[config.mk]
export PLATFORM = sky130hd
export DESIGN_NAME = rc_line_sensor_position_flat
export DESIGN_NICKNAME = d
export VERILOG_FILES = /design/src/sv/rcls_pkg.sv /design/src/sv/rcls_if.sv /design/src/sv/rcls_control.sv /design/src/sv/rcls_datapath.sv /design/src/sv/rc_line_sensor_position.sv /design/src/flat_wrapper.sv
export SDC_FILE = /design/constraint.sdc
export NUM_CORES = 1
export LEC_CHECK = 0
export BUFFER_PORTS_ARGS = -buffer_cell sky130_fd_sc_hd__buf_2
export CAP_MARGIN = 20
export CORE_UTILIZATION = 62
export DETAILED_ROUTE_END_ITERATION = 7
export PLACE_DENSITY_LB_ADDON = 0.05
export RECOVER_POWER = 25
export SYNTH_ARGS = -nofsm -noshare
export SYNTH_HDL_FRONTEND = slang
export SYNTH_SLANG_ARGS = --single-unit
[constraint.sdc]
create_clock -name clock -period 7.4 [get_ports clock]
set_input_delay 0.74 -clock clock [delete_from_list [all_inputs] [get_ports clock]]
set_output_delay 0.74 -clock clock [all_outputs]
set_load 0.005 [all_outputs]
[src/sv/rcls_pkg.sv]
// Package with the shared types, codes and constants of the line sensor position block.
package rcls_pkg;

   localparam int SENSOR_COUNT = 8;
   localparam int TICK_W       = 16;
   localparam int POS_W        = 7;
   localparam int COUNT_W      = 4;
   localparam int SUM_W        = 8;
   localparam int CSR_INDEX_W  = 1;
   localparam int CSR_DATA_W   = 16;

   localparam logic [CSR_INDEX_W-1:0] CSR_TIMEOUT_TICKS = 1'd0;
   localparam logic [CSR_INDEX_W-1:0] CSR_INVERT_TRACK  = 1'd1;

   localparam logic ACTION_START = 1'b0;
   localparam logic ACTION_TICK  = 1'b1;

   localparam logic [TICK_W-1:0] TIMEOUT_RESET = 16'd500;
   localparam logic [TICK_W-1:0] TICK_MAX      = 16'hFFFF;

   localparam logic signed [POS_W-1:0] POS_LOST_RIGHT = 7'sd45;
   localparam logic signed [POS_W-1:0] POS_LOST_LEFT  = -7'sd45;
   localparam logic signed [POS_W-1:0] POS_HIGH_LIMIT = 7'sd10;
   localparam logic signed [POS_W-1:0] POS_LOW_LIMIT  = -7'sd10;

   // Division runs one quotient bit per cycle over the magnitude of the sum.
   localparam int DIV_STEPS = POS_W;
   localparam int STEP_W    = 3;

   localparam logic signed [POS_W-1:0] WEIGHTS [SENSOR_COUNT] = '{
      -7'sd35, -7'sd20, -7'sd15, -7'sd8, 7'sd8, 7'sd15, 7'sd20, 7'sd35
   };

   typedef enum logic [1:0] {
      ST_IDLE,
      ST_SETUP,
      ST_DIVIDE,
      ST_SEND
   } rcls_state_type;

   typedef struct packed {
      logic accept;
      logic setup;
      logic div_step;
   } rcls_cmd_type;

   typedef struct packed {
      logic finish;
      logic lost;
      logic div_done;
   } rcls_status_type;

endpackage

[src/sv/rcls_if.sv]
// Handshake interfaces for the request and result channels.
interface rcls_req_if;
   logic       valid;
   logic       ready;
   logic       action;
   logic [7:0] pin_levels;

   modport source (output valid, output action, output pin_levels, input ready);
   modport sink   (input valid, input action, input pin_levels, output ready);
endinterface

interface rcls_rsp_if;
   logic              valid;
   logic              ready;
   logic signed [6:0] position;
   logic [3:0]        dark_count;
   logic [7:0]        line_bits;
   logic              line_lost;

   modport source (output valid, output position, output dark_count, output line_bits,
                   output line_lost, input ready);
   modport sink   (input valid, input position, input dark_count, input line_bits,
                   input line_lost, output ready);
endinterface

[src/sv/rcls_control.sv]
// Controller state machine that sequences sampling, setup, division and result transfer.
module rcls_control (
   input  logic                    clock,
   input  logic                    reset,
   input  logic                    req_valid,
   output logic                    req_ready,
   output logic                    rsp_valid,
   input  logic                    rsp_ready,
   input  rcls_pkg::rcls_status_type status,
   output rcls_pkg::rcls_cmd_type    cmd
);

   rcls_pkg::rcls_state_type state_ff;
   rcls_pkg::rcls_state_type state_in;

   always_ff @(posedge clock) begin
      if (reset) begin
         state_ff <= rcls_pkg::ST_IDLE;
      end else begin
         state_ff <= state_in;
      end
   end

   always_comb begin
      state_in = state_ff;
      case (state_ff)
         rcls_pkg::ST_IDLE: begin
            if (req_valid && status.finish) begin
               state_in = rcls_pkg::ST_SETUP;
            end
         end
         rcls_pkg::ST_SETUP: begin
            if (status.lost) begin
               state_in = rcls_pkg::ST_SEND;
            end else begin
               state_in = rcls_pkg::ST_DIVIDE;
            end
         end
         rcls_pkg::ST_DIVIDE: begin
            if (status.div_done) begin
               state_in = rcls_pkg::ST_SEND;
            end
         end
         rcls_pkg::ST_SEND: begin
            if (rsp_ready) begin
               if (req_valid && status.finish) begin
                  state_in = rcls_pkg::ST_SETUP;
               end else begin
                  state_in = rcls_pkg::ST_IDLE;
               end
            end
         end
         default: begin
            state_in = rcls_pkg::ST_IDLE;
         end
      endcase
   end

   always_comb begin
      req_ready    = 1'b0;
      rsp_valid    = 1'b0;
      cmd.accept   = 1'b0;
      cmd.setup    = 1'b0;
      cmd.div_step = 1'b0;
      case (state_ff)
         rcls_pkg::ST_IDLE: begin
            req_ready  = 1'b1;
            cmd.accept = req_valid;
         end
         rcls_pkg::ST_SETUP: begin
            cmd.setup = 1'b1;
         end
         rcls_pkg::ST_DIVIDE: begin
            cmd.div_step = 1'b1;
         end
         rcls_pkg::ST_SEND: begin
            rsp_valid  = 1'b1;
            req_ready  = rsp_ready || !status.finish;
            cmd.accept = req_valid && (rsp_ready || !status.finish);
         end
         default: begin
            req_ready = 1'b0;
         end
      endcase
   end

endmodule

[src/sv/rcls_datapath.sv]
// Datapath with the scan state, settings registers, weighted sum and serial divider.
module rcls_datapath (
   input  logic                                   clock,
   input  logic                                   reset,
   input  logic                                   csr_we,
   input  logic [rcls_pkg::CSR_INDEX_W-1:0]       csr_index,
   input  logic [rcls_pkg::CSR_DATA_W-1:0]        csr_wdata,
   input  rcls_pkg::rcls_cmd_type                 cmd,
   output rcls_pkg::rcls_status_type              status,
   input  logic                                   req_action,
   input  logic [rcls_pkg::SENSOR_COUNT-1:0]      req_pin_levels,
   output logic signed [rcls_pkg::POS_W-1:0]      rsp_position,
   output logic [rcls_pkg::COUNT_W-1:0]           rsp_dark_count,
   output logic [rcls_pkg::SENSOR_COUNT-1:0]      rsp_line_bits,
   output logic                                   rsp_line_lost
);

   localparam int N = rcls_pkg::SENSOR_COUNT;

   logic [rcls_pkg::TICK_W-1:0]       timeout_ff;
   logic                              invert_ff;
   logic [rcls_pkg::TICK_W-1:0]       tick_ff;
   logic [N-1:0]                      pending_ff;
   logic [N-1:0]                      dark_ff;
   logic                              scanning_ff;
   logic signed [rcls_pkg::POS_W-1:0] last_pos_ff;
   logic signed [rcls_pkg::POS_W-1:0] pos_ff;
   logic [N-1:0]                      line_ff;
   logic [rcls_pkg::COUNT_W-1:0]      count_ff;
   logic                              neg_ff;
   logic [rcls_pkg::POS_W-1:0]        quo_ff;
   logic [rcls_pkg::COUNT_W-1:0]      rem_ff;
   logic [rcls_pkg::STEP_W-1:0]       step_ff;

   logic                              sample;
   logic [N-1:0]                      discharged;
   logic [N-1:0]                      pending_upd;
   logic [N-1:0]                      dark_upd;
   logic [rcls_pkg::TICK_W-1:0]       tick_upd;
   logic                              scan_tick;
   logic                              finish_now;
   logic                              lost_now;
   logic                              div_done_now;

   logic [N-1:0]                      line;
   logic signed [rcls_pkg::SUM_W-1:0] sum;
   logic [rcls_pkg::COUNT_W-1:0]      count;
   logic signed [rcls_pkg::SUM_W-1:0] sum_abs;
   logic signed [rcls_pkg::POS_W-1:0] lost_pos;

   logic [rcls_pkg::COUNT_W:0]        trial;
   logic [rcls_pkg::COUNT_W:0]        trial_diff;
   logic                              trial_fits;
   logic [rcls_pkg::COUNT_W-1:0]      rem_in;
   logic [rcls_pkg::POS_W-1:0]        quo_in;
   logic signed [rcls_pkg::POS_W-1:0] div_pos;

   // Sampling of one tick against the running scan.
   always_comb begin
      scan_tick   = (req_action == rcls_pkg::ACTION_TICK) && scanning_ff;
      sample      = (pending_ff != '0) && (tick_ff < timeout_ff);
      discharged  = pending_ff & ~req_pin_levels;
      pending_upd = sample ? (pending_ff & ~discharged) : pending_ff;
      dark_upd    = sample ? (dark_ff & ~discharged) : dark_ff;
      tick_upd    = (sample && (tick_ff != rcls_pkg::TICK_MAX)) ? tick_ff + 1'b1 : tick_ff;
      finish_now  = scan_tick && ((pending_upd == '0) || (tick_upd >= timeout_ff));
   end

   // Weighted sum and count of the sensors on the line.
   always_comb begin
      line  = dark_ff ^ {N{invert_ff}};
      sum   = '0;
      count = '0;
      for (int i = 0; i < N; i++) begin
         if (line[i]) begin
            sum   = sum + rcls_pkg::SUM_W'(rcls_pkg::WEIGHTS[i]);
            count = count + 1'b1;
         end
      end
      sum_abs = (sum < 0) ? -sum : sum;
      if (last_pos_ff > rcls_pkg::POS_HIGH_LIMIT) begin
         lost_pos = rcls_pkg::POS_LOST_RIGHT;
      end else if (last_pos_ff < rcls_pkg::POS_LOW_LIMIT) begin
         lost_pos = rcls_pkg::POS_LOST_LEFT;
      end else begin
         lost_pos = '0;
      end
      lost_now = (count == '0);
   end

   // One restoring division step per cycle.
   always_comb begin
      trial        = {rem_ff, quo_ff[rcls_pkg::POS_W-1]};
      trial_fits   = (trial >= {1'b0, count_ff});
      trial_diff   = trial - {1'b0, count_ff};
      rem_in       = trial_fits ? trial_diff[rcls_pkg::COUNT_W-1:0]
                                : trial[rcls_pkg::COUNT_W-1:0];
      quo_in       = {quo_ff[rcls_pkg::POS_W-2:0], trial_fits};
      div_pos      = neg_ff ? -$signed(quo_in) : $signed(quo_in);
      div_done_now = (step_ff == '0);
   end

   always_comb begin
      status.finish   = finish_now;
      status.lost     = lost_now;
      status.div_done = div_done_now;
   end

   always_ff @(posedge clock) begin
      if (reset) begin
         timeout_ff  <= rcls_pkg::TIMEOUT_RESET;
         invert_ff   <= 1'b0;
         tick_ff     <= '0;
         pending_ff  <= '0;
         dark_ff     <= '1;
         scanning_ff <= 1'b0;
         last_pos_ff <= '0;
      end else begin
         if (csr_we) begin
            case (csr_index)
               rcls_pkg::CSR_TIMEOUT_TICKS: timeout_ff <= csr_wdata;
               rcls_pkg::CSR_INVERT_TRACK:  invert_ff  <= csr_wdata[0];
               default: begin
               end
            endcase
         end
         if (cmd.accept) begin
            if (req_action == rcls_pkg::ACTION_START) begin
               tick_ff     <= '0;
               pending_ff  <= '1;
               dark_ff     <= '1;
               scanning_ff <= 1'b1;
            end else if (scanning_ff) begin
               tick_ff <= tick_upd;
               dark_ff <= dark_upd;
               if (finish_now) begin
                  pending_ff  <= '0;
                  scanning_ff <= 1'b0;
               end else begin
                  pending_ff <= pending_upd;
               end
            end
         end
         if (cmd.setup && lost_now) begin
            last_pos_ff <= lost_pos;
         end
         if (cmd.div_step && div_done_now) begin
            last_pos_ff <= div_pos;
         end
      end
   end

   always_ff @(posedge clock) begin
      if (cmd.setup) begin
         line_ff  <= line;
         count_ff <= count;
         neg_ff   <= (sum < 0);
         quo_ff   <= sum_abs[rcls_pkg::POS_W-1:0];
         rem_ff   <= '0;
         step_ff  <= rcls_pkg::STEP_W'(rcls_pkg::DIV_STEPS - 1);
         if (lost_now) begin
            pos_ff <= lost_pos;
         end
      end
      if (cmd.div_step) begin
         rem_ff  <= rem_in;
         quo_ff  <= quo_in;
         step_ff <= step_ff - 1'b1;
         if (div_done_now) begin
            pos_ff <= div_pos;
         end
      end
   end

   assign rsp_position   = pos_ff;
   assign rsp_dark_count = count_ff;
   assign rsp_line_bits  = line_ff;
   assign rsp_line_lost  = (count_ff == '0);

endmodule

[src/sv/rc_line_sensor_position.sv]
// Top level of the RC reflectance line sensor position block.
// The request channel carries start items (action 0) and timer ticks with the
// eight pin levels (action 1). A start item clears the scan; each tick samples
// the pins of the sensors that are still charged. When every sensor has
// discharged or the timeout is reached, one result is sent on the response
// channel with the weighted position, the dark count and the line bits.
// Items that do not end a scan are accepted back to back. After the tick that
// ends a scan, the block runs a setup state and then, when some sensor is on
// the line, the serial divider, which produces one quotient bit per cycle;
// with no sensor on the line it sends the result after setup. No request is
// accepted in between. While the result waits for the receiver, requests
// still flow, but a tick that would end the next scan is held until the
// result transfer completes, so a stalled receiver holds back only that tick.
// The settings port sets the timeout (index 0) and track inversion (index 1);
// the user must write it only while the block is idle; nothing enforces this.
// Reset is synchronous and active high: it sets the timeout to 500 ticks,
// clears inversion, stops any scan and clears the held position.
module rc_line_sensor_position (
   input  logic                                clock,
   input  logic                                reset,
   rcls_req_if.sink                            req_ch,
   rcls_rsp_if.source                          rsp_ch,
   input  logic                                csr_we,
   input  logic [rcls_pkg::CSR_INDEX_W-1:0]    csr_index,
   input  logic [rcls_pkg::CSR_DATA_W-1:0]     csr_wdata
);

   rcls_pkg::rcls_cmd_type    cmd;
   rcls_pkg::rcls_status_type status;

   rcls_control u_control (
      .clock     (clock),
      .reset     (reset),
      .req_valid (req_ch.valid),
      .req_ready (req_ch.ready),
      .rsp_valid (rsp_ch.valid),
      .rsp_ready (rsp_ch.ready),
      .status    (status),
      .cmd       (cmd)
   );

   rcls_datapath u_datapath (
      .clock          (clock),
      .reset          (reset),
      .csr_we         (csr_we),
      .csr_index      (csr_index),
      .csr_wdata      (csr_wdata),
      .cmd            (cmd),
      .status         (status),
      .req_action     (req_ch.action),
      .req_pin_levels (req_ch.pin_levels),
      .rsp_position   (rsp_ch.position),
      .rsp_dark_count (rsp_ch.dark_count),
      .rsp_line_bits  (rsp_ch.line_bits),
      .rsp_line_lost  (rsp_ch.line_lost)
   );

endmodule
[src/flat_wrapper.sv]
// flat-port wrapper written by rule: the top's interface ports become plain ports
module rc_line_sensor_position_flat 
  (clock, reset, csr_we, csr_index, csr_wdata, req_ch_valid, req_ch_action, req_ch_pin_levels, req_ch_ready, rsp_ch_valid, rsp_ch_position, rsp_ch_dark_count, rsp_ch_line_bits, rsp_ch_line_lost, rsp_ch_ready);
  rcls_req_if req_ch_i ();
  rcls_rsp_if rsp_ch_i ();
  input  logic clock;
  input  logic reset;
  input  logic csr_we;
  input  logic [rcls_pkg::CSR_INDEX_W-1:0] csr_index;
  input  logic [rcls_pkg::CSR_DATA_W-1:0] csr_wdata;
  input wire logic [$bits(req_ch_i.valid)-1:0] req_ch_valid;
  input wire logic [$bits(req_ch_i.action)-1:0] req_ch_action;
  input wire logic [$bits(req_ch_i.pin_levels)-1:0] req_ch_pin_levels;
  output wire logic [$bits(req_ch_i.ready)-1:0] req_ch_ready;
  output wire logic [$bits(rsp_ch_i.valid)-1:0] rsp_ch_valid;
  output wire logic [$bits(rsp_ch_i.position)-1:0] rsp_ch_position;
  output wire logic [$bits(rsp_ch_i.dark_count)-1:0] rsp_ch_dark_count;
  output wire logic [$bits(rsp_ch_i.line_bits)-1:0] rsp_ch_line_bits;
  output wire logic [$bits(rsp_ch_i.line_lost)-1:0] rsp_ch_line_lost;
  input wire logic [$bits(rsp_ch_i.ready)-1:0] rsp_ch_ready;
  assign req_ch_i.valid = req_ch_valid;
  assign req_ch_i.action = req_ch_action;
  assign req_ch_i.pin_levels = req_ch_pin_levels;
  assign req_ch_ready = req_ch_i.ready;
  assign rsp_ch_valid = rsp_ch_i.valid;
  assign rsp_ch_position = rsp_ch_i.position;
  assign rsp_ch_dark_count = rsp_ch_i.dark_count;
  assign rsp_ch_line_bits = rsp_ch_i.line_bits;
  assign rsp_ch_line_lost = rsp_ch_i.line_lost;
  assign rsp_ch_i.ready = rsp_ch_ready;
  rc_line_sensor_position u_core (.clock(clock), .reset(reset), .req_ch(req_ch_i), .rsp_ch(rsp_ch_i), .csr_we(csr_we), .csr_index(csr_index), .csr_wdata(csr_wdata));
endmodule
**Word level (Yosys, flattened, before mapping)**

Cells that the tools add are included.

- Order comparisons: 6
- Bitwise operators: 7
- Muxes and demuxes: 57
- Reduce and logical (&&, ||, !) cells: 24
- Add/subtract/negate cells: 19
- Eq/ne operators: 9

Operator list:

| kind | count |
|---|---|
| 2-to-1 mux 8 bit | 15 |
| 2-to-1 mux 7 bit | 12 |
| 2-to-1 mux 16 bit | 3 |
| 2-to-1 mux 4 bit | 10 |
| adder 4 x 1 -> 4 bit (second input constant) | 7 |
| adder 8 x 5 -> 8 bit (second input constant) | 3 |
| bitwise AND 8 bit | 3 |
| adder 16 x 1 -> 16 bit (second input constant) | 1 |
| adder 8 x 6 -> 8 bit (second input constant) | 2 |
| greater-or-equal comparator 16 bit | 1 |
| less-than comparator 16 bit | 1 |
| inequality test 16 bit (second input constant) | 1 |
| inverter 8 bit | 2 |
| negation 7 bit | 2 |
| 2-to-1 mux 1 bit | 9 |
| adder 8 x 4 -> 8 bit (second input constant) | 1 |
| adder 8 x 7 -> 8 bit (second input constant) | 1 |
| logical AND 1 bit | 8 |
| zero test 4 bit | 2 |
| zero test 8 bit | 1 |
| less-than comparator 8 x 1 -> 1 bit (second input constant) | 1 |
| one-hot mux 2 bit (4 select lines) | 1 |
| nonzero test 8 bit | 1 |
| bitwise XOR 8 bit | 1 |
| 20 further kinds | 33 |

- Logic and storage cells: 137
- Register bits: 93
- Output and inout bits: 22

**Longest topological paths before layout**

Gate-level depths: netlist (run 1).

- Depth in word-level cells: 21
- Depth in mapped cells: 31
- Gate-level depth less buffers: 27

**Cells and area by module**

From an unflattened synthesis (run 1), not the netlist that was laid out.

- Cells, all modules: 837
- Area, all modules: 7,180.6 um^2

By module, submodules not included:

| module | cells each | times used | area each (um^2) |
|---|---|---|---|
| rcls_datapath | 812 | 1 | 6,946.7 |
| rcls_control | 25 | 1 | 234.0 |

**Worst setup path before layout (run 1)**

Ideal clock, no wire load.

- Path kind: reg-to-reg
- From: register u_core.u_datapath.invert_ff
- To: register u_core.u_datapath.last_pos_ff[6] in the netlist's numbering
- Stages on the path, launching flop included: 31
- Arrival: 5,375 ps
- Slack: 1,893 ps
- Library setup time: 132 ps
- Clock period less this slack: 5,507 ps
- Path buffers: 5
- Path through: dfxtp_1 > buf_6 > buf_8 > buf_2 > xnor2_1 > ha_1 > buf_2 > inv_1 > xnor2_1 > ha_1 > nor2b_1 > nor2_1 > ha_1 > nand2_1 > o31ai_1 > ha_1 > nand2b_1 > nand2_1 > inv_1 > ha_1 > nand2_1 > o21ai_0 > ha_1 > nor3_1 > a21oi_1 > nor2_1 > a211oi_1 > or4_1 > clkbuf_1 > o311ai_0 > a21oi_1

- Longest elaborated chain between the ends: 19

RTL lines:

| what | RTL line | text |
|---|---|---|
| start, declared | rcls_datapath.sv:21 | `logic invert_ff;` |
| start signal, assigned | rcls_datapath.sv:122 | `rcls_pkg::CSR_INVERT_TRACK: invert_ff <= csr_wdata[0];` |
| bitwise XOR 8 bit (*) | rcls_datapath.sv:71 | `line = dark_ff ^ {N{invert_ff}};` |
| 2-to-1 mux 1 bit | rcls_datapath.sv:75 | `if (line[i]) begin` |
| adder 4 x 1 -> 4 bit | rcls_datapath.sv:77 | `count = count + 1'b1;` |
| 2-to-1 mux 4 bit | rcls_datapath.sv:75 |  |
| adder 4 x 1 -> 4 bit | rcls_datapath.sv:77 |  |
| 2-to-1 mux 4 bit | rcls_datapath.sv:75 |  |
| adder 4 x 1 -> 4 bit | rcls_datapath.sv:77 |  |
| 2-to-1 mux 4 bit | rcls_datapath.sv:75 |  |
| (+3 left out) | -- |  |
| 2-to-1 mux 4 bit | rcls_datapath.sv:75 |  |
| adder 4 x 1 -> 4 bit | rcls_datapath.sv:77 |  |
| 2-to-1 mux 4 bit | rcls_datapath.sv:75 |  |
| adder 4 x 1 -> 4 bit | rcls_datapath.sv:77 |  |
| 2-to-1 mux 4 bit (*) | rcls_datapath.sv:75 |  |
| zero test 4 bit (*) | rcls_datapath.sv:88 | `lost_now = (count == '0);` |
| logical AND 1 bit (*) | rcls_datapath.sv:144 | `if (cmd.setup && lost_now) begin` |
| nonzero test 2 bit (no line) (*) | -- |  |
| end signal, assigned | rcls_datapath.sv:145 | `last_pos_ff <= lost_pos;` |
| end signal, assigned | rcls_datapath.sv:148 | `last_pos_ff <= div_pos;` |
| end, declared | rcls_datapath.sv:26 | `logic signed [rcls_pkg::POS_W-1:0] last_pos_ff;` |

Every way passes the cells marked *; elsewhere a longest branch is shown, timed or not.
A chain may end at the register's enable or synchronous reset.

**Final worst setup path (run 1)**

- From: register u_core.u_datapath.invert_ff
- To: register u_core.u_datapath.last_pos_ff[6] in the netlist's numbering

- Elaborated cells between the ends (all ways): 19

RTL lines:

| what | RTL line | text |
|---|---|---|
| bitwise XOR 8 bit (*) | rcls_datapath.sv:71 |  |
| via u_core.u_datapath.line[2] | rcls_datapath.sv:45 | `logic [N-1:0] line;` |
| 2-to-1 mux 4 bit (*) | rcls_datapath.sv:75 |  |
| adder 4 x 1 -> 4 bit | rcls_datapath.sv:77 |  |
| 2-to-1 mux 4 bit (*) | rcls_datapath.sv:75 |  |
| adder 4 x 1 -> 4 bit | rcls_datapath.sv:77 |  |
| 2-to-1 mux 4 bit (*) | rcls_datapath.sv:75 |  |
| adder 4 x 1 -> 4 bit | rcls_datapath.sv:77 |  |
| 2-to-1 mux 4 bit (*) | rcls_datapath.sv:75 |  |
| adder 4 x 1 -> 4 bit | rcls_datapath.sv:77 |  |
| 2-to-1 mux 4 bit (*) | rcls_datapath.sv:75 |  |
| adder 4 x 1 -> 4 bit | rcls_datapath.sv:77 |  |
| 2-to-1 mux 4 bit (*) | rcls_datapath.sv:75 |  |
| zero test 4 bit (*) | rcls_datapath.sv:88 |  |
| logical AND 1 bit (*) | rcls_datapath.sv:144 |  |
| nonzero test 2 bit (no line) (*) | -- |  |

Mark *: on every way through the listed nets, which the timed path passes. The rest lies on a longest branch.

==> results.toml, run 1 <==
[layout]
fin_nets = 956
final_cell_area_sq_mm = 0.00770
layout.area.seq_sq_mm = 0.00213
final_cells = 1007
multiInputGateArea_sq_mm = 0.00460
syn_to_final_growth_pct = 7.65
fill_cells = 911
drive_above_1_share = 0.114
n_antenna_cell = 0

[synth]
yosysWarnings = 0
synth_fa_ha_area_frac = 0.112
synth_top_family_by_area = "compound AO/OA/AOI/OAI gates"
synth_cell_type_count = 82
synth_area_leader_cell = "dfxtp_1"
syn_area_per_cell_sq_um = 8.56
synth-compound-area-share = 0.235
syn_inst = 835
synthXorXnorAreaFrac = 0.0772
yosys-top-cells-area = "dfxtp_1 (18%), edfxtp_1 (11%), ha_1 (11%)"
async_reset_ff_frac = 0
synth_nets = 929
synth_edf_count = 27
synth_top_area_share = 0.185
syn_area_sq_mm = 0.00715
yosys.area_share.simple = 0.199
synth_seq_cells = 93
seq_area_frac_synth = 0.298
synth.mux.area_fraction = 0.0212
synthFlopType = "dfxtp_1"

[floorplan]
die_h_um = 109
start_util = 0.648
rows = 38
dieArea_sq_mm = 0.0120
die_w_um = 109
io-pin-count = 53
design.core.area_sq_mm = 0.0110

[global_routing]
antenna_found_initial = 0
grt_first_pass_wirelength_mm = 28.8
busiest_layer = "met2"
use_met1 = 0.383
grt_pass1_vias = 6122
groute.usage.overall = 0.308
use_met3 = 0.0356
met2_usage = 0.540
grt-ovfl-total = 0
grt_max_degree = 35

[worst_setup_path]
cp-start-kind = "flop"
crit_slowest_cell = "or4_1"
critPathMaxFanout = 34
worst-setup-path-type = "flop to flop"
cpMostUsedCell = "ha_1"
critPathArrivalTime_ns = 6.53
slowest_delay_ns = 0.80
required_ns = 7.58
crit_path_end_kind = "flop"

[run_status]
run_status = "complete, no violations"

[clock_network]
cts_setup_buffers = 0
cts-root-buf = "clkbuf_16"
cts_sinks = 93
numCtsBuffers = 9
clock_latency_ns = 0.35
hold_buffers = 0
clk_path_buf_depth = 2
clk_pin_slew_ns = 0.07
cts_tree = "built"
post_cts_resize_count = 0
cts.htree.levels = 3

[pwr]
p_leak_uw = 0.00319
vdd.ir_drop.worst_mv = 0.177
powerDensity_mw_per_mm2 = 248

[place]
post-place-ws_ns = 1.12
port_buffers = 52
globalplace.congestion = 0.880
postPlaceCellArea_sq_mm = 0.00743
placedCellCount = 991
dpl.hpwl_mm = 12.7

[timing]
worst_hold_slack_ns = 0.455
max_freq_ghz = 0.158
worst_pin_slew_ns = 1.16
rsz0062_at_grt = "false"
fin_ws_ns = 1.06
fin_crit_sh = 0.857
maxSlewViolCount = 0
setup_viol = 0
period_needed_ns = 6.34
slew_headroom = 0.226
hold_viol = 0
skew_ns = 0.00684
tns_ns = 0

[routing]
wire_per_inst_um = 17.1
drt_iter0_drc = 385
dr.pass1.iters = 5
via_per_inst = 6.38
ant_nets = 0
vias = 6423
totalWireLength_mm = 17.2
drcViolationCount = 0

[run]
maxCapViolCount = 0

[min_path]
hold_class = "flop to flop"
-- registers in the layout, summed over array words and instances (netlist names) --
register	count
u_core.u_datapath.rem_ff	4
u_core.u_datapath.pending_ff	8
u_core.u_datapath.neg_ff	1
u_core.u_datapath.last_pos_ff	7
u_core.u_datapath.quo_ff	7
u_core.u_datapath.scanning_ff	1
u_core.u_datapath.rsp_line_bits	8
u_core.u_datapath.tick_ff	16
u_core.u_datapath.step_ff	3
u_core.u_control.state_ff	2
u_core.u_datapath.rsp_position	7
u_core.u_datapath.timeout_ff	16
u_core.u_datapath.invert_ff	1
u_core.u_datapath.rsp_dark_count	4
u_core.u_datapath.dark_ff	8
-- metal layers --
metal	routed length (um)	share of wire	up-vias
met5	0	0	-
met4	413	0.024	0
met3	875	0.051	29
met2	8390	0.49	186
met1	7550	0.44	3061
li1	-	-	3147
-- through the flow --
| stage | power, uW | utilization |
|---|---|---|
| after floorplan | 1280 | - |
| after global placement | 1440 | 0.674 |
| after detailed placement | 1470 | 0.674 |
| after CTS | 1910 | 0.699 |
| after global routing | 2040 | 0.698 |
| final | 1910 | 0.698 |
-- layout by cell type (no fill, tap or decap), types with 21 or more instances in the layout --
| cell | synthesis | layout |
|---|---|---|
| edfxtp_1 | 27 | 27 |
| nand2_1 | 84 | 84 |
| buf_2 | 6 | 47 |
| xnor2_1 | 32 | 32 |
| o21ai_0 | 27 | 27 |
| inv_1 | 51 | 51 |
| dfxtp_1 | 66 | 66 |
| nor3_1 | 21 | 21 |
| ha_1 | 61 | 61 |
| a21oi_1 | 54 | 54 |
| nor2_1 | 56 | 56 |
-- synthesized netlist by cell type, types with 7 or more instances --
cell type,count
inv_1,51
xor2_1,15
a21oi_1,54
ha_1,61
nand2b_1,20
edfxtp_1,27
nor3_1,21
o31ai_1,14
o22ai_1,9
o2111ai_1,13
dfxtp_1,66
xnor2_1,32
nand2_1,84
o32a_1,8
clkbuf_1,31
nand4_1,15
nor4_1,11
a211oi_1,10
o221ai_1,10
nand3_1,19
nor2b_1,14
nor2_1,56
o211ai_1,14
a32o_1,7
or3_1,10
o21ai_0,27
a21o_1,17
-- worst paths after layout --
check / startpoint / slack (ns) / endpoint / cells past startpoint
min reg2reg: u_core.u_datapath.rsp_position[1] / 0.46 / u_core.u_datapath.rsp_position[1] / 2
max: u_core.u_datapath.invert_ff / 1.06 / u_core.u_datapath.last_pos_ff[6] / 25
min: u_core.u_datapath.rsp_position[1] / 0.46 / u_core.u_datapath.rsp_position[1] / 2
max reg2reg: u_core.u_datapath.invert_ff / 1.06 / u_core.u_datapath.last_pos_ff[6] / 25
-- cells by family (layout without fill, tap and decap cells) --
logic type / Yosys count / in the layout
simple gates: 284 / 284
compound gates: 232 / 232
buf+inv: 97 / 129
flops: 93 / 93
fa+ha+maj: 63 / 63
xor+xnor: 54 / 54
mux: 12 / 12
-- critical path, delay by kind of cell (launching register included) --
family	cells	cell delay [ns]
xor gates and xnor gates	2	0.91
and+or+nand+nor	9	1.95
DFF	1	0.31
adders and majority gates	5	1.41
buffers and inverters	3	0.67
AOI/OAI and AO/OA	6	0.91
-- area by class of cell --
cell class | instances | share of cell area
multi-input cells | 645 | 0.598
flip-flops and latches | 93 | 0.277
repair buffers | 59 | 0.0398
clock buffers | 9 | 0.0293
inverters | 54 | 0.0263
well taps | 140 | 0.0228
clock inverters | 7 | 0.00699
-- report_power, final --
part           leakage [uW]  internal, uW  switching, uW
clock network      0.000139           232            212
logic               0.00228           311            481
registers          0.000772           622           49.2
(Power assumes the default switching activity.)
==> inputs of run 2 (changes only) <==
--- a/config.mk
+++ b/config.mk
@@ -5,12 +5,14 @@
 export SDC_FILE = /design/constraint.sdc
 export NUM_CORES = 1
 export LEC_CHECK = 0
+export ABC_AREA = 1
 export BUFFER_PORTS_ARGS = -buffer_cell sky130_fd_sc_hd__buf_2
 export CAP_MARGIN = 20
 export CORE_UTILIZATION = 62
 export DETAILED_ROUTE_END_ITERATION = 7
-export PLACE_DENSITY_LB_ADDON = 0.05
+export PLACE_DENSITY = 0.82
 export RECOVER_POWER = 25
 export SYNTH_ARGS = -nofsm -noshare
 export SYNTH_HDL_FRONTEND = slang
+export SYNTH_HIERARCHICAL = 1
 export SYNTH_SLANG_ARGS = --single-unit
==> results.toml, run 2 <==
[floorplan]
rows = 38
io-pin-count = 53
dieArea_sq_mm = 0.0117
design.core.area_sq_mm = 0.0109
start_util = 0.640
die_h_um = 108
die_w_um = 108

[synth]
synth_cell_type_count = 42
yosysWarnings = 6
seq_area_frac_synth = 0.305
synthTopCellsByCount = "nand2_1 (306), inv_1 (130), nand3_1 (75)"
yosys-top-cells-area = "dfxtp_1 (19%), nand2_1 (16%), edfxtp_1 (12%)"
synth.most_common_cell = "nand2_1"
synthFlopType = "dfxtp_1"
async_reset_ff_frac = 0
synth_area_leader_cell = "dfxtp_1"
syn_area_per_cell_sq_um = 6.88
synth_top_area_share = 0.189
synth_seq_cells = 93
syn_area_sq_mm = 0.00700
syn_inst = 1017
synth_edf_count = 27
synth_nets = 1113

[timing]
maxSlewViolCount = 0
tns_ns = 0
fin_crit_sh = 0.823
rsz0062_at_grt = "false"
period_needed_ns = 6.09
slew_headroom = 0.449
setup_viol = 0
worst_pin_slew_ns = 0.825
hold_viol = 0
skew_ns = 0.00607
max_freq_ghz = 0.164

[place]
port_buffers = 52
globalplace.congestion = 0.899
placedCellCount = 1192
dpl.hpwl_mm = 11.6

[worst_setup_path]
cpMostUsedCell = "nand2_1"
reg2reg_from = "u_core/u_datapath/invert_ff"
worst-setup-path-type = "flop to flop"
worst-r2r-cell-count = 30
crit_slowest_cell = "dfxtp_1"
reg2reg_slack_ns = 1.31
critPathArrivalTime_ns = 6.33
required_ns = 7.64
critPathMaxFanout = 13
crit_path_end_kind = "flop"
critPathCapture = "u_core/u_datapath/rsp_position[2]"
cp-start-kind = "flop"
slowest_delay_ns = 0.66
crit_path_start = "u_core/u_datapath/invert_ff"
r2r-end = "u_core/u_datapath/rsp_position[2]"

[clock_network]
cts.htree.levels = 3
cts-root-buf = "clkbuf_16"
clk_path_buf_depth = 2
cts_tree = "built"
hold_buffers = 0
clock_latency_ns = 0.34
clk_pin_slew_ns = 0.07
post_cts_resize_count = 0
numCtsBuffers = 9
cts_setup_buffers = 0
cts_sinks = 93

[layout]
drive_above_1_share = 0.109
final_cells = 1209
fin_nets = 1160
layout.area.seq_sq_mm = 0.00213
n_antenna_cell = 0
final_common_cell = "nand2_1"
syn_to_final_growth_pct = 8.75
reg_top3 = "u_core/u_datapath/tick_ff x16, u_core/u_datapath/timeout_ff x16"
multiInputGateArea_sq_mm = 0.00420
final_cell_mix = "nand2_1 (309), inv_1 (132), nand3_1 (75), a21oi_1 (68), dfxtp_1 (66)"
fill_cells = 985

[pwr]
power.total_uw = 2260
vdd.ir_drop.worst_mv = 0.213
p_leak_uw = 0.00376
powerDensity_mw_per_mm2 = 298

[global_routing]
grt-ovfl-total = 0
grt_max_degree = 30
grt_pass1_vias = 5935
groute.usage.overall = 0.276
antenna_found_initial = 0
grt_first_pass_wirelength_mm = 25.8

[routing]
totalWireLength_mm = 15.3
dr.pass1.iters = 5
drcViolationCount = 0
vias = 6522
drt_iter0_drc = 326
ant_nets = 0
wire_per_inst_um = 12.6
via_per_inst = 5.39

[run_status]
run_status = "complete, no violations"

[run]
maxCapViolCount = 0

[min_path]
hold_class = "flop to flop"
run 2: worst min path at each step:
stage	start	to	slack [ns]	cells after the start
after detailed placement	u_core/u_datapath/rsp_position[0]	u_core/u_datapath/rsp_position[0]	0.43	2
after global routing	u_core/u_datapath/rsp_position[0]	u_core/u_datapath/rsp_position[0]	0.48	2
final	u_core/u_datapath/rsp_position[0]	u_core/u_datapath/rsp_position[0]	0.45	2
after floorplan	u_core/u_datapath/dark_ff[6]	u_core/u_datapath/dark_ff[6]	0.44	2
after CTS	u_core/u_datapath/rsp_position[0]	u_core/u_datapath/rsp_position[0]	0.45	2
after global placement	u_core/u_datapath/rsp_position[0]	u_core/u_datapath/rsp_position[0]	0.43	2
run 2: worst max-delay path, delay by kind of cell, from the launching register on:
family                   cells  cell delay, ns
AO/OA/AOI/OAI                3            0.36
XOR/XNOR                     1            0.48
adder cells (fa/ha/maj)      6            1.80
buffers and inverters        5            0.71
flip-flops                   1            0.66
AND/OR/NAND/NOR             15            1.96
run 2: per-layer routing:
| metal | track usage | routed length [um] |
|---|---|---|
| met1 | 0.350 | 7040 |
| met5 | 0 | 0 |
| met2 | 0.482 | 7300 |
| met4 | 0.0841 | 195 |
| met3 | 0.0386 | 737 |
run 2: cell families (layout without fill, tap and decap cells):
kind of cell | count (synthesis) | in the layout | share of synthesized area
and+or+nand+nor | 526 | 526 | 0.334
buffers and inverters | 162 | 214 | 0.0918
AOI/OAI and AO/OA | 142 | 142 | 0.112
DFF | 93 | 93 | 0.305
adders and majority gates | 65 | 65 | 0.118
xor gates and xnor gates | 28 | 28 | 0.0372
muxes | 1 | 1 | 0.00161
run 2: report_power, final:
group          leakage, uW  internal (uW)  switching, uW
sequential        0.000780            661           64.0
combinational      0.00284            371            702
clock             0.000141            264            202
total              0.00376           1300            968
run 2: through the flow:
step / setup slack (ns) / utilization / hold slack [ns] / area (sq um)
after floorplan: 2.13 / - / 0.439 / 7000
after global placement: 1.46 / 0.671 / 0.425 / 7340
after detailed placement: 1.31 / 0.671 / 0.431 / 7340
after CTS: 1.29 / 0.698 / 0.447 / 7630
after global routing: 0.775 / 0.696 / 0.485 / 7610
final: 1.31 / 0.696 / 0.445 / 7610
run 2: layout make-up:
cell class	instances	share of cell area
clock buffers	11	0.0306
multi-input cells	762	0.553
clock inverters	5	0.00789
repair buffers	54	0.0345
flip-flops and latches	93	0.280
well taps	140	0.0230
inverters	144	0.0711
==> inputs of run 3 (changes only) <==
==> constraint.sdc (replaced) <==
create_clock -name clock -period 5.8 [get_ports clock]
set_input_delay 0.58 -clock clock [delete_from_list [all_inputs] [get_ports clock]]
set_output_delay 0.58 -clock clock [all_outputs]
set_load 0.005 [all_outputs]
==> results.toml, run 3 (synthesis results as in run 2) <==
[pwr]
pwr-share-clk = 0.199
p_comb_frac = 0.480
vdd.ir_drop.worst_mv = 0.293
powerDensity_mw_per_mm2 = 375
switching_share = 0.437
p_sw_uw = 1260
p_seq_frac = 0.320
p_leak_uw = 0.00376
p_int_uw = 1620
power.total_uw = 2870

[run]
maxCapViolCount = 0

[layout]
drive_above_1_share = 0.116
final_cell_area_sq_mm = 0.00766
final_cell_mix = "nand2_1 (307), inv_1 (130), nand3_1 (75), a21oi_1 (68), dfxtp_1 (66)"
reg_top3 = "u_core/u_datapath/tick_ff x16, u_core/u_datapath/timeout_ff x16"
final_common_cell = "nand2_1"
n_antenna_cell = 0
syn_to_final_growth_pct = 9.48
fin_nets = 1166

[routing]
via_per_inst = 5.33
dr.pass1.iters = 5
totalWireLength_mm = 15.0
vias = 6470
drcViolationCount = 0
wire_per_inst_um = 12.3
drt_iter0_drc = 324
ant_nets = 0

[worst_setup_path]
critPathArrivalTime_ns = 5.64
reg2reg_slack_ns = 0.37
critPathMaxFanout = 11
crit_slowest_cell = "a2111oi_2"
slowest_delay_ns = 0.46
cp-start-kind = "flop"
cpMostUsedCell = "nand2_1"
r2r-end = "u_core/u_datapath/tick_ff[5]"
crit_path_end_kind = "flop"
crit_family = "simple AND/OR/NAND/NOR gates"
worst-setup-path-type = "flop to flop"
worst-r2r-cell-count = 30
reg2reg_from = "u_core/u_datapath/timeout_ff[1]"
crit_buf_inv = 5
required_ns = 6.00

[floorplan]
design.core.area_sq_mm = 0.0109
die_h_um = 108
rows = 38
io-pin-count = 53
dieArea_sq_mm = 0.0117
die_w_um = 108
start_util = 0.640

[timing]
fin_ws_ns = 0.366
worst_pin_slew_ns = 0.977
max_freq_ghz = 0.184
period_needed_ns = 5.43
tns_ns = 0
setup_viol = 0
maxSlewViolCount = 0
slew_headroom = 0.346
worst_hold_slack_ns = 0.450
hold_viol = 0
rsz0062_at_grt = "false"
fin_crit_sh = 0.937
skew_ns = 0.0137

[place]
dpl.hpwl_mm = 11.0
postPlaceCellArea_sq_mm = 0.00737
post-place-ws_ns = -0.0109
port_buffers = 52
globalplace.congestion = 0.919

[global_routing]
grt-ovfl-total = 0
grt_max_degree = 30
groute.usage.overall = 0.268
antenna_found_initial = 0
grt_pass1_vias = 5786
grt_first_pass_wirelength_mm = 25.1

[clock_network]
clk_path_buf_depth = 2
cts_tree = "built"
clock_latency_ns = 0.35
cts_sinks = 93
cts.htree.levels = 3
hold_buffers = 0
numCtsBuffers = 9
cts-root-buf = "clkbuf_16"
clk_pin_slew_ns = 0.07

[min_path]
hp-start = "csr_wdata[7]"
hold_class = "input pin to flop"
hold_depth = 3
hold-path-endpoint = "u_core/u_datapath/timeout_ff[7]"

[run_status]
run_status = "complete, no violations"
==> run 3: final cells by class <==
class	count	area, sq um
Clock buffer	9	225
Clock inverter	7	58.8
Fill cell	954	3280
Inverter	144	544
Multi-Input combinational cell	762	4230
Sequential cell	93	2130
Tap cell	140	175
Timing Repair Buffer	59	288
Timing Repair inverter	1	7.51
==> run 3: repair_timing <==
action	in CTS	in global routing
endpoints found under the hold margin	0	0
buffers inserted	0	2
gates resized for setup	1	6
setup endpoints to repair	24	40
cloned	0	1
==> run 3: power by group through the flow <==
stage / clock network (uW) / registers, uW / logic, uW
floorplan: 0 / 921 / 1080
global placement: 0 / 931 / 1330
detailed placement: 0 / 935 / 1360
CTS: 582 / 921 / 1370
global route: 611 / 942 / 1590
finish: 573 / 921 / 1380
==> run 3: worst min-delay path: stages <==
cell and delay, ns:
buf_2 0.07, nand2_1 0.04, o211ai_1 0.06
==> run 3: per-stage QoR <==
step,utilization,instances
3_5_place_dp,0.674,1196
4_1_cts,0.700,1212
2_1_floorplan,-,1017
3_3_place_gp,0.674,1196
5_1_grt,0.700,1215
6_report,0.700,1215
==> run 3: worst max-delay path by stage <==
stage,cells past startpoint,start,end
2_1_floorplan,32,u_core/u_datapath/invert_ff,u_core/u_datapath/rsp_position[3]
3_3_place_gp,29,u_core/u_datapath/timeout_ff[3],u_core/u_datapath/tick_ff[6]
3_5_place_dp,29,u_core/u_datapath/timeout_ff[1],u_core/u_datapath/tick_ff[10]
4_1_cts,29,u_core/u_datapath/timeout_ff[1],u_core/u_datapath/tick_ff[5]
5_1_grt,28,u_core/u_datapath/tick_ff[1],u_core/u_datapath/tick_ff[11]
6_report,30,u_core/u_datapath/timeout_ff[1],u_core/u_datapath/tick_ff[5]
==> run 3: layer usage <==
metal | global-route usage | wire, um | vias up
met5 | 0 | 0 | -
met3 | 0.0301 | 739 | 30
met2 | 0.450 | 6940 | 169
met4 | 0.105 | 331 | 0
met1 | 0.351 | 6950 | 2852
li1 | - | - | 3419
